<file path="config.mk">
export PLATFORM = sky130hd
export DESIGN_NAME = sha512_round
export DESIGN_NICKNAME = d
export VERILOG_FILES = /design/src/hw/rtl/sha512_pkg.sv /design/src/hw/rtl/sha512_round.sv
export SDC_FILE = /design/constraint.sdc
export NUM_CORES = 1
export LEC_CHECK = 0
export ABC_AREA = 1
export ABC_CLOCK_PERIOD_IN_PS = 17700
export BUFFER_PORTS_ARGS = -buffer_cell sky130_fd_sc_hd__clkbuf_2
export CORE_AREA = 2 2 445 447
export DETAILED_ROUTE_END_ITERATION = 8
export DIE_AREA = 0 0 447 449
export GPL_ROUTABILITY_DRIVEN = 0
export PLACE_DENSITY = 0.38
export REMOVE_ABC_BUFFERS = 1
export SYNTH_ARGS = -nofsm -noshare
export SYNTH_HDL_FRONTEND = slang
export SYNTH_SLANG_ARGS = --single-unit
</file>
<file path="constraint.sdc">
create_clock -name vclk -period 17.7
set_clock_uncertainty 0.2 [all_clocks]
set_input_delay 0.885 -clock vclk [all_inputs]
set_output_delay 0.885 -clock vclk [all_outputs]
set_load 0.005 [all_outputs]
</file>
<file path="src/hw/rtl/sha512_pkg.sv">
// sha512_pkg: shared types, round constants, initial hash values and sigma functions
// used by sha512_round and sha512_hash_engine; no dependencies
package sha512_pkg;

    typedef logic [63:0] word_t;
    typedef logic [7:0][63:0] hash_vec_t;

    localparam int unsigned NumRounds = 80;

    localparam logic [63:0] K_TAB [NumRounds] = '{
        64'h428a2f98d728ae22, 64'h7137449123ef65cd, 64'hb5c0fbcfec4d3b2f, 64'he9b5dba58189dbbc,
        64'h3956c25bf348b538, 64'h59f111f1b605d019, 64'h923f82a4af194f9b, 64'hab1c5ed5da6d8118,
        64'hd807aa98a3030242, 64'h12835b0145706fbe, 64'h243185be4ee4b28c, 64'h550c7dc3d5ffb4e2,
        64'h72be5d74f27b896f, 64'h80deb1fe3b1696b1, 64'h9bdc06a725c71235, 64'hc19bf174cf692694,
        64'he49b69c19ef14ad2, 64'hefbe4786384f25e3, 64'h0fc19dc68b8cd5b5, 64'h240ca1cc77ac9c65,
        64'h2de92c6f592b0275, 64'h4a7484aa6ea6e483, 64'h5cb0a9dcbd41fbd4, 64'h76f988da831153b5,
        64'h983e5152ee66dfab, 64'ha831c66d2db43210, 64'hb00327c898fb213f, 64'hbf597fc7beef0ee4,
        64'hc6e00bf33da88fc2, 64'hd5a79147930aa725, 64'h06ca6351e003826f, 64'h142929670a0e6e70,
        64'h27b70a8546d22ffc, 64'h2e1b21385c26c926, 64'h4d2c6dfc5ac42aed, 64'h53380d139d95b3df,
        64'h650a73548baf63de, 64'h766a0abb3c77b2a8, 64'h81c2c92e47edaee6, 64'h92722c851482353b,
        64'ha2bfe8a14cf10364, 64'ha81a664bbc423001, 64'hc24b8b70d0f89791, 64'hc76c51a30654be30,
        64'hd192e819d6ef5218, 64'hd69906245565a910, 64'hf40e35855771202a, 64'h106aa07032bbd1b8,
        64'h19a4c116b8d2d0c8, 64'h1e376c085141ab53, 64'h2748774cdf8eeb99, 64'h34b0bcb5e19b48a8,
        64'h391c0cb3c5c95a63, 64'h4ed8aa4ae3418acb, 64'h5b9cca4f7763e373, 64'h6f1c0e5b6c823b93,
        64'h748f82ee5defb2fc, 64'h78a5636f43172f60, 64'h84c87814a1f0ab72, 64'h8cc702081a6439ec,
        64'h90befffa23631e28, 64'ha4506cebde82bde9, 64'hbef9a3f7b2c67915, 64'hc67178f2e372532b,
        64'hca273eceea26619c, 64'hd186b8c721c0c207, 64'heada7dd6cde0eb1e, 64'hf57d4f7fee6ed178,
        64'h06f067aa72176fba, 64'h0a637dc5a2c898a6, 64'h113f9804bef90dae, 64'h1b710b35131c471b,
        64'h28db77f523047d84, 64'h32caab7b40c72493, 64'h3c9ebe0a15c9bebc, 64'h431d67c49c100d4c,
        64'h4cc5d4becb3e42b6, 64'h597f299cfc657e2a, 64'h5fcb6fab3ad6faec, 64'h6c44198c4a475817
    };

    localparam logic [63:0] IV_TAB [8] = '{
        64'h6a09e667f3bcc908, 64'hbb67ae8584caa73b, 64'h3c6ef372fe94f82b, 64'ha54ff53a5f1d36f1,
        64'h510e527fade682d1, 64'h9b05688c2b3e6c1f, 64'h1f83d9abfb41bd6b, 64'h5be0cd19137e2179
    };

    localparam logic [7:0] PAD_BYTE = 8'h80;

    function automatic word_t ror64(input word_t x, input int unsigned n);
        ror64 = (x >> n) | (x << (64 - n));
    endfunction

    function automatic word_t sig0(input word_t x);
        sig0 = ror64(x, 1) ^ ror64(x, 8) ^ (x >> 7);
    endfunction

    function automatic word_t sig1(input word_t x);
        sig1 = ror64(x, 19) ^ ror64(x, 61) ^ (x >> 6);
    endfunction

endpackage

</file>
<file path="src/hw/rtl/sha512_round.sv">
// sha512_round: one compression round on the eight working words
// depends on sha512_pkg
module sha512_round
    import sha512_pkg::*;
(
    input  hash_vec_t v_in,
    input  word_t     k_in,
    input  word_t     w_in,
    output hash_vec_t v_out
);
    word_t t1;
    word_t t2;

    always_comb begin
        t1 = v_in[7] + (ror64(v_in[4], 14) ^ ror64(v_in[4], 18) ^ ror64(v_in[4], 41))
           + ((v_in[4] & v_in[5]) ^ (~v_in[4] & v_in[6])) + k_in + w_in;
        t2 = (ror64(v_in[0], 28) ^ ror64(v_in[0], 34) ^ ror64(v_in[0], 39))
           + ((v_in[0] & v_in[1]) ^ (v_in[0] & v_in[2]) ^ (v_in[1] & v_in[2]));
        v_out[7] = v_in[6];
        v_out[6] = v_in[5];
        v_out[5] = v_in[4];
        v_out[4] = v_in[3] + t1;
        v_out[3] = v_in[2];
        v_out[2] = v_in[1];
        v_out[1] = v_in[0];
        v_out[0] = t1 + t2;
    end
endmodule

</file>
==> out/summary.log, run 1 <==
[worst_setup_path] Crit. End Element output pin
[worst_setup_path] CP Data Required Time 16610 ps
[placement] final HPWL from detailed placement 226000 µm
[detailed_routing] vias per std cell 4.08
[worst_setup_path] Critical-path top delay cell xor2_1
[cells_and_area] proportion of layout cells with a drive suffix above 1 26.0%
[clocking] number of resized instances in the post-cts repair step 0
[synthesis] number of instances in the synthesized netlist 4444
[synthesis] Mean Syn Cell Area 6.41 µm²
[timing] Slew @ Worst Pin 1230 ps
[detailed_routing] count of antenna-violating nets left after detailed routing 0
[placement] Port Buffers 1152
[cells_and_area] final standard cell area without fillers 34500 µm²
[timing] setup repair after global routing missed its margin no
[timing] fin crit share 53.3%
[cells_and_area] count of clock-net buffers in the final layout 0
[cells_and_area] Area Overhead vs Synth 21.2%
[timing] final slew viol count 0
[global_route] global-route congestion overflow total 0
[cells_and_area] FFs & Latches 0
[timing] Min Clock Period, post-route 9430 ps
[clocking] CTS Hold Bufs 0
[worst_setup_path] critical setup path kind input port to output pin
[detailed_routing] total wire length after detailed routing 239000 µm
[timing] Final Hold Vio Count 0
[synthesis] portion of the post-synthesis area used by sequential elements 0%
[synthesis] Ys Warns 0
[die] Core Rows 163
[detailed_routing] DRC violation count after routing 0
[die] full die area 201000 µm²
[detailed_routing] average wire per cell in the routed design 30.6 µm
[synthesis] post-synth design cell area 28500 µm²
[worst_hold_path] Worst Hold Class input port to output pin
[global_route] overall global routing resource usage 22.9%
[synthesis] library cell occupying the most area in the post-synthesis netlist fa_1
[worst_setup_path] Worst setup SP type input port
[cells_and_area] core occupancy in the finished layout 17.6%
[flow_run] number of maximum-capacitance violations 0
[synthesis] leading cell types by count after synthesis inv_1 (969), nand2_1 (686), nor2_1 (389)
[global_route] maximum number of pins on one net before global-route repair 8
[synthesis] share of the synthesized area in the top cell type 17.8%
[outcome] run status finished clean
[placement] area post-placement 34400 µm²
[timing] setup tns final 0 ps
[cells_and_area] Sequential Area 0 µm²
[die] initial standard-cell utilization of the core 14.5%
[worst_setup_path] CP Max Fanout 5
[synthesis] count leader, synth inv_1
[die] number of primary I/O pins 1152
[global_route] number of global-route vias before repair 31900
[global_route] initial antenna violation count 72
[clocking] number of buffers inserted by post-CTS setup repair 0
[timing] worst hold slack 1760 ps
[timing] final number of setup-violating endpoints 0
[global_route] global-route wire length before repair 303000 µm
[die] Core Footprint 196000 µm²
[cells_and_area] nets@finish 6235
[detailed_routing] drt first pass iters 6
[synthesis] biggest area contributors in the synthesized netlist fa_1 (18%), inv_1 (13%), buf_4 (10%), nand2_1 (9.0%), ha_1 (8.3%)
[worst_setup_path] biggest cell delay along the critical path 560 ps
[timing] Worst slew margin 17.7%
[detailed_routing] vias post-DR 31900
[die] vertical die dimension 449 µm
[detailed_routing] Initial DRC Count 2456
[worst_setup_path] arrival time at the worst endpoint 8340 ps
[die] width of the die 447 µm
[cells_and_area] Filler cells 23200
[synthesis] number of library cell types mapped by synthesis 56
[timing] timing-limited maximum frequency 0.106 GHz
## final timing paths
| check | start | end | slack [ps] | cells after the start |
|---|---|---|---|---|
| setup / recovery | v_in[275] | v_out[30] | 8270 | 31 |
| hold / removal | v_in[385] | v_out[449] | 1760 | 2 |
## critical path: cells and delay by family
| family | cells | cell delay, ps |
|---|---|---|
| AO/OA/AOI/OAI | 2 | 420 |
| XOR/XNOR | 4 | 1710 |
| adder cells (fa/ha/maj) | 6 | 2640 |
| buffers and inverters | 7 | 930 |
| AND/OR/NAND/NOR | 12 | 1710 |
## logic make-up (layout without fill, tap and decap cells)
kind of cell | Yosys count | in the layout | synth area share [%]
buffers and inverters | 1453 | 2160 | 24.2
AND/OR/NAND/NOR | 1403 | 1403 | 21.3
adder cells (fa/ha/maj) | 446 | 446 | 26.2
multiplexers | 47 | 47 | 1.68
XOR/XNOR | 410 | 410 | 12.8
other | 0 | 26 | 0
AO/OA/AOI/OAI | 685 | 685 | 13.8
## layout by cell type, fill, tap and decap left out, drive strengths merged, types with 6 or more instances in the layout
master,count
clkbuf,1152
inv,1005
nand2,739
nor2,420
a21oi,348
fa,253
xor2,234
ha,189
o21ai,179
xnor2,176
nand3,144
o21bai,92
mux2i,41
nand4,38
nor3,37
diode,26
a21o,18
a21boi,14
nor4,13
o211ai,11
o21a,8
mux2,6
a31oi,6
## layer usage
metal	up-vias	global-route usage [%]	wire, µm
met5	-	0	196
met4	32	12.2	15500
met3	341	3.02	12500
met2	1439	42.4	123000
met1	15400	24.9	87600
li1	14700	-	-
## cell type report
type	instances	area (µm²)	share of cell area, %
inverter	1006	3780	10.9
antenna	26	65.1	0.189
multi-input combinational	2991	21600	62.5
tap	2640	3300	9.57
timing repair buffer	1154	5780	16.8
## per-stage QoR
stage / worst slack (ps) / cells
3_3_place_gp: 8170 / 7791
5_1_grt: 7910 / 7808
3_5_place_dp: 8210 / 7791
2_1_floorplan: 10690 / 3997
4_1_cts: 8200 / 7791
6_report: 8270 / 7817
Power of run 1 is left out: the tool's default activity adds up to more than one toggle a clock period on the data nets, which glitch-free logic cannot reach.
==> inputs of run 2 (changes only) <==
- ABC_AREA: 1 -> 0
- ABC_CLOCK_PERIOD_IN_PS: 17700 -> 9450
- CORE_AREA: 2 2 445 447 -> 2 2 454 456
- DIE_AREA: 0 0 447 449 -> 0 0 456 458
- PLACE_DENSITY: 0.38 -> 0.35
- clock period: 17.7 -> 9.45 ns (I/O delays scaled with it)
==> run 2 against run 1 <==
Net effect: die area grew 4.1%; area after synthesis shrank 13%; flip-flop and latch count is the same; non-clock buffer count grew 384; synthesized cell count shrank 26%; highest routed layer unchanged; worst setup slack lost 8000 ps; routed wire length shrank 8.1%; first-iteration DRC count shrank 47%; critical endpoint is now v_out[61]; final cell count shrank 9.9%.
==> out/summary.log, run 2 <==
[outcome] run status finished clean
[global_route] initial antenna violation count 132
[worst_setup_path] Critical-path top delay cell or4_1
[flow_run] number of maximum-capacitance violations 0
[global_route] global-route congestion overflow total 0
[synthesis] library cell occupying the most area in the post-synthesis netlist fa_1
[placement] Post-Place Worst Slack -135 ps
[detailed_routing] vias per std cell 3.72
[synthesis] number of library cell types mapped by synthesis 83
[timing] Min Clock Period, post-route 9150 ps
[timing] timing-limited maximum frequency 0.109 GHz
[cells_and_area] leading cell types in the layout, fill and taps excluded clkbuf_2 (1152), inv_1 (644), buf_4 (384)
[worst_hold_path] Worst Hold Class input port to output pin
[cells_and_area] Filler cells 23500
[cells_and_area] Sequential Area 0 µm²
[timing] final number of setup-violating endpoints 0
[clocking] CTS Hold Bufs 0
[worst_setup_path] biggest cell delay along the critical path 550 ps
[detailed_routing] drt first pass iters 7
[worst_setup_path] most frequent cell on the critical path buf_4
[worst_setup_path] arrival time at the worst endpoint 8480 ps
[synthesis] biggest area contributors in the synthesized netlist fa_1 (20%), buf_4 (12%), xnor2_1 (11%), inv_1 (9.7%), ha_1 (9.5%)
[cells_and_area] final standard cell area without fillers 33800 µm²
[cells_and_area] most common cell after layout, fill and taps aside clkbuf_2
[synthesis] portion of the post-synthesis area used by sequential elements 0%
[synthesis] post-synth design cell area 24800 µm²
[worst_setup_path] critical setup path kind input port to output pin
[detailed_routing] count of antenna-violating nets left after detailed routing 0
[timing] PnR worst setup slack 296 ps
[worst_setup_path] Worst setup SP type input port
[worst_setup_path] CP Max Fanout 3
[cells_and_area] proportion of layout cells with a drive suffix above 1 37.5%
[placement] area post-placement 33600 µm²
[global_route] maximum number of pins on one net before global-route repair 11
[synthesis] number of instances in the synthesized netlist 3267
[die] full die area 209000 µm²
[global_route] global-route wire length before repair 276000 µm
[die] width of the die 456 µm
[die] Core Footprint 204000 µm²
[detailed_routing] total wire length after detailed routing 220000 µm
[placement] final HPWL from detailed placement 209000 µm
[cells_and_area] Area Overhead vs Synth 36.3%
[timing] fin crit share 96.9%
[worst_setup_path] CP Data Required Time 8780 ps
[detailed_routing] Initial DRC Count 1291
[synthesis] share of the synthesized area in the top cell type 20.4%
[timing] Slew @ Worst Pin 1270 ps
[synthesis] count leader, synth inv_1
[die] initial standard-cell utilization of the core 12.2%
[die] Core Rows 166
[timing] final slew viol count 0
[detailed_routing] average wire per cell in the routed design 31.2 µm
[global_route] overall global routing resource usage 20.2%
[detailed_routing] DRC violation count after routing 0
[timing] Worst slew margin 14.7%
[cells_and_area] area of combinational cells with multiple inputs 19300 µm²
[cells_and_area] count of clock-net buffers in the final layout 0
[synthesis] leading cell types by count after synthesis inv_1 (644), buf_4 (387), xnor2_1 (300)
[cells_and_area] nets@finish 5410
[die] number of primary I/O pins 1152
[timing] Final Hold Vio Count 0
[synthesis] Mean Syn Cell Area 7.60 µm²
[timing] setup tns final 0 ps
[global_route] number of global-route vias before repair 26900
[cells_and_area] core occupancy in the finished layout 16.6%
[detailed_routing] vias post-DR 26200
[cells_and_area] FFs & Latches 0
[placement] Port Buffers 1152
[synthesis] Ys Warns 0
[timing] setup repair after global routing missed its margin yes
[worst_setup_path] Crit. End Element output pin
[die] vertical die dimension 458 µm
run 2: cell count changes after synthesis, moves of 25 or more:
cell / before / now
a21o_1: 18 / 167
a21oi_1: 332 / 203
inv_1: 969 / 644
inv_2: 36 / 0
nand2_1: 686 / 123
nand2_2: 51 / 1
nand3_1: 132 / 50
nor2_1: 389 / 107
nor2_2: 25 / 0
o21bai_1: 90 / 34
xnor2_1: 176 / 300
xor2_1: 228 / 152
run 2: logic make-up after synthesis:
logic type	synth area share [%]
mux	2.85
compound gates	19.4
xor+xnor	15.9
fa+ha+maj	30.1
buf+inv	22.9
simple gates	8.83
run 2: final timing paths:
kind	slack [ps]	startpoint	cells after the start	end
min	930	v_in[439]	2	v_out[503]
max	300	v_in[272]	40	v_out[61]
run 2: cell type report:
cell class / instances / area share (%)
antenna: 27 / 0.200
timing repair buffer: 1538 / 25.7
inverter: 644 / 7.14
multi-input combinational: 2144 / 57.0
tap: 2688 / 9.94
run 2: through the flow:
step / hold WS, ps / cells
after floorplan: 745 / 2788
after global placement: 933 / 7013
after detailed placement: 934 / 7013
after CTS: 934 / 7014
after global routing: 940 / 7028
final: 931 / 7041
run 2: repair_timing:
action                                  4_1_cts  5_1_grt
pin swaps                                     1        3
cloned                                        0        0
resized for setup                             4       25
endpoints found under the setup margin        4       16
setup buffers                                 1        0
run 2: worst max-delay path, delay by kind of cell:
kind | cells | cell delay, ps
AOI/OAI and AO/OA | 15 | 2600
adders and majority gates | 5 | 2280
and+or+nand+nor | 7 | 1390
buffers and inverters | 11 | 1360
xor gates and xnor gates | 2 | 300
run 2: metal layers:
metal / GRT usage, % / part of all wire [%] / routed length, µm / vias to the layer above
met3: 4.98 / 6.1 / 13500 / 311
met4: 4.97 / 3.3 / 7210 / 80
met1: 21.3 / 36 / 80000 / 12500
li1: - / - / - / 12300
met5: 0 / 0.23 / 507 / -
met2: 39.6 / 54 / 119000 / 923
Power of run 2 is left out for the same reason.
==> inputs of run 3 (changes only) <==
--- a/constraint.sdc
+++ b/constraint.sdc
@@ -4,2 +4,2 @@
 set_output_delay 0.4725 -clock vclk [all_outputs]
-set_load 0.005 [all_outputs]
+set_load 0.01 [all_outputs]
==> run 3 against run 2 <==
Net effect: via count up 0.31%; critical path type unchanged; highest routed layer unchanged; core utilization about the same; die area unchanged.
==> out/summary.log, run 3 (synthesized netlist as in run 2, its figures left out) <==
[detailed_routing] average wire per cell in the routed design 31.3 µm
[placement] Port Buffers 1152
[worst_setup_path] Stages on worst setup path 37
[timing] final number of setup-violating endpoints 0
[global_route] global-route wire length before repair 276000 µm
[die] width of the die 456 µm
[cells_and_area] Sequential Area 0 µm²
[worst_setup_path] Critical-path top delay cell or4_1
[detailed_routing] total wire length after detailed routing 220000 µm
[worst_hold_path] hold path startpoint v_in[439]
[worst_setup_path] endpoint of the most critical setup path v_out[61]
[timing] Slew @ Worst Pin 977 ps
[worst_hold_path] Worst Hold Class input port to output pin
[cells_and_area] leading cell types in the layout, fill and taps excluded clkbuf_2 (1151), inv_1 (644), buf_4 (389)
[timing] timing-limited maximum frequency 0.111 GHz
[worst_setup_path] most frequent cell on the critical path fa_1
[worst_setup_path] CP Max Fanout 4
[cells_and_area] area of combinational cells with multiple inputs 19300 µm²
[timing] setup repair after global routing missed its margin no
[die] full die area 209000 µm²
[global_route] number of global-route vias before repair 26700
[cells_and_area] most common cell after layout, fill and taps aside clkbuf_2
[global_route] overall global routing resource usage 20.3%
[outcome] run status finished clean
[placement] final HPWL from detailed placement 210000 µm
[die] number of primary I/O pins 1152
[worst_setup_path] Worst setup SP type input port
[global_route] initial antenna violation count 128
[worst_setup_path] Crit. End Element output pin
[worst_setup_path] biggest cell delay along the critical path 550 ps
[timing] setup tns final 0 ps
[global_route] global-route congestion overflow total 0
[timing] Min Clock Period, post-route 9030 ps
[detailed_routing] DRC violation count after routing 0
[flow_run] number of maximum-capacitance violations 0
[cells_and_area] count of clock-net buffers in the final layout 0
[die] Core Footprint 204000 µm²
[cells_and_area] nets@finish 5415
[timing] Final Hold Vio Count 0
[worst_setup_path] CP delay by family, top adder cells
[worst_setup_path] timing startpoint of the critical path w_in[1]
[cells_and_area] proportion of layout cells with a drive suffix above 1 37.6%
[detailed_routing] vias post-DR 26200
[detailed_routing] Initial DRC Count 1224
[worst_setup_path] critical setup path kind input port to output pin
[die] Core Rows 166
[timing] Worst slew margin 34.2%
[detailed_routing] count of antenna-violating nets left after detailed routing 0
[worst_setup_path] CP Data Required Time 8780 ps
[global_route] maximum number of pins on one net before global-route repair 11
[worst_setup_path] arrival time at the worst endpoint 8360 ps
[timing] fin crit share 95.5%
[die] initial standard-cell utilization of the core 12.2%
[detailed_routing] vias per std cell 3.73
[cells_and_area] FFs & Latches 0
[cells_and_area] Filler cells 23500
[worst_setup_path] number of buffers and inverters on the critical path 8
[timing] final slew viol count 0
[die] vertical die dimension 458 µm
[detailed_routing] drt first pass iters 5
[cells_and_area] Area Overhead vs Synth 36.4%
-- run 3: changes by cell type in the layout (fill, tap and decap cells not counted), sizes merged --
cell / before / now
buf: 386 / 392
diode: 27 / 18
clkbuf: 1152 / 1151
-- run 3: what timing repair did --
action	4_1_cts	5_1_grt
pin swaps	1	2
hold buffers	0	0
setup buffers	1	0
endpoints found under the setup margin	22	17
resized for setup	3	29
-- run 3: worst min path at each step --
stage / end / slack, ps / depth (start not counted)
after floorplan: v_out[100] / 750 / 0
after global placement: v_out[503] / 950 / 2
after detailed placement: v_out[451] / 950 / 2
after CTS: v_out[456] / 950 / 2
after global routing: v_out[471] / 960 / 2
final: v_out[503] / 950 / 2
-- run 3: through the flow --
| stage | utilization [%] | instances | hold WS (ps) | worst slack [ps] | instance area [µm²] |
|---|---|---|---|---|---|
| floorplan | - | 2788 | 745 | 1110 | 21600 |
| global placement | 16.5 | 7018 | 951 | -496 | 33600 |
| detailed placement | 16.5 | 7018 | 951 | -492 | 33600 |
| CTS | 16.5 | 7019 | 951 | 21.5 | 33700 |
| global route | 16.6 | 7032 | 957 | 11.7 | 33900 |
| finish | 16.6 | 7037 | 949 | 421 | 33900 |
-- run 3: area by class of cell --
type / count / area share, %
multi-input combinational: 2144 / 57.0
timing repair buffer: 1543 / 25.8
tap: 2688 / 9.93
inverter: 644 / 7.14
antenna: 18 / 0.133
-- run 3: metal layers --
metal,part of all wire (%),up-vias,track usage (%),wire length (µm)
li1,-,12300,-,-
met1,36,12500,21.2,79600
met2,54,962,39.8,119000
met3,6.3,315,5.16,14000
met4,3.3,84,4.85,7310
met5,0.25,-,0,544
Power of run 3 is left out for the same reason.
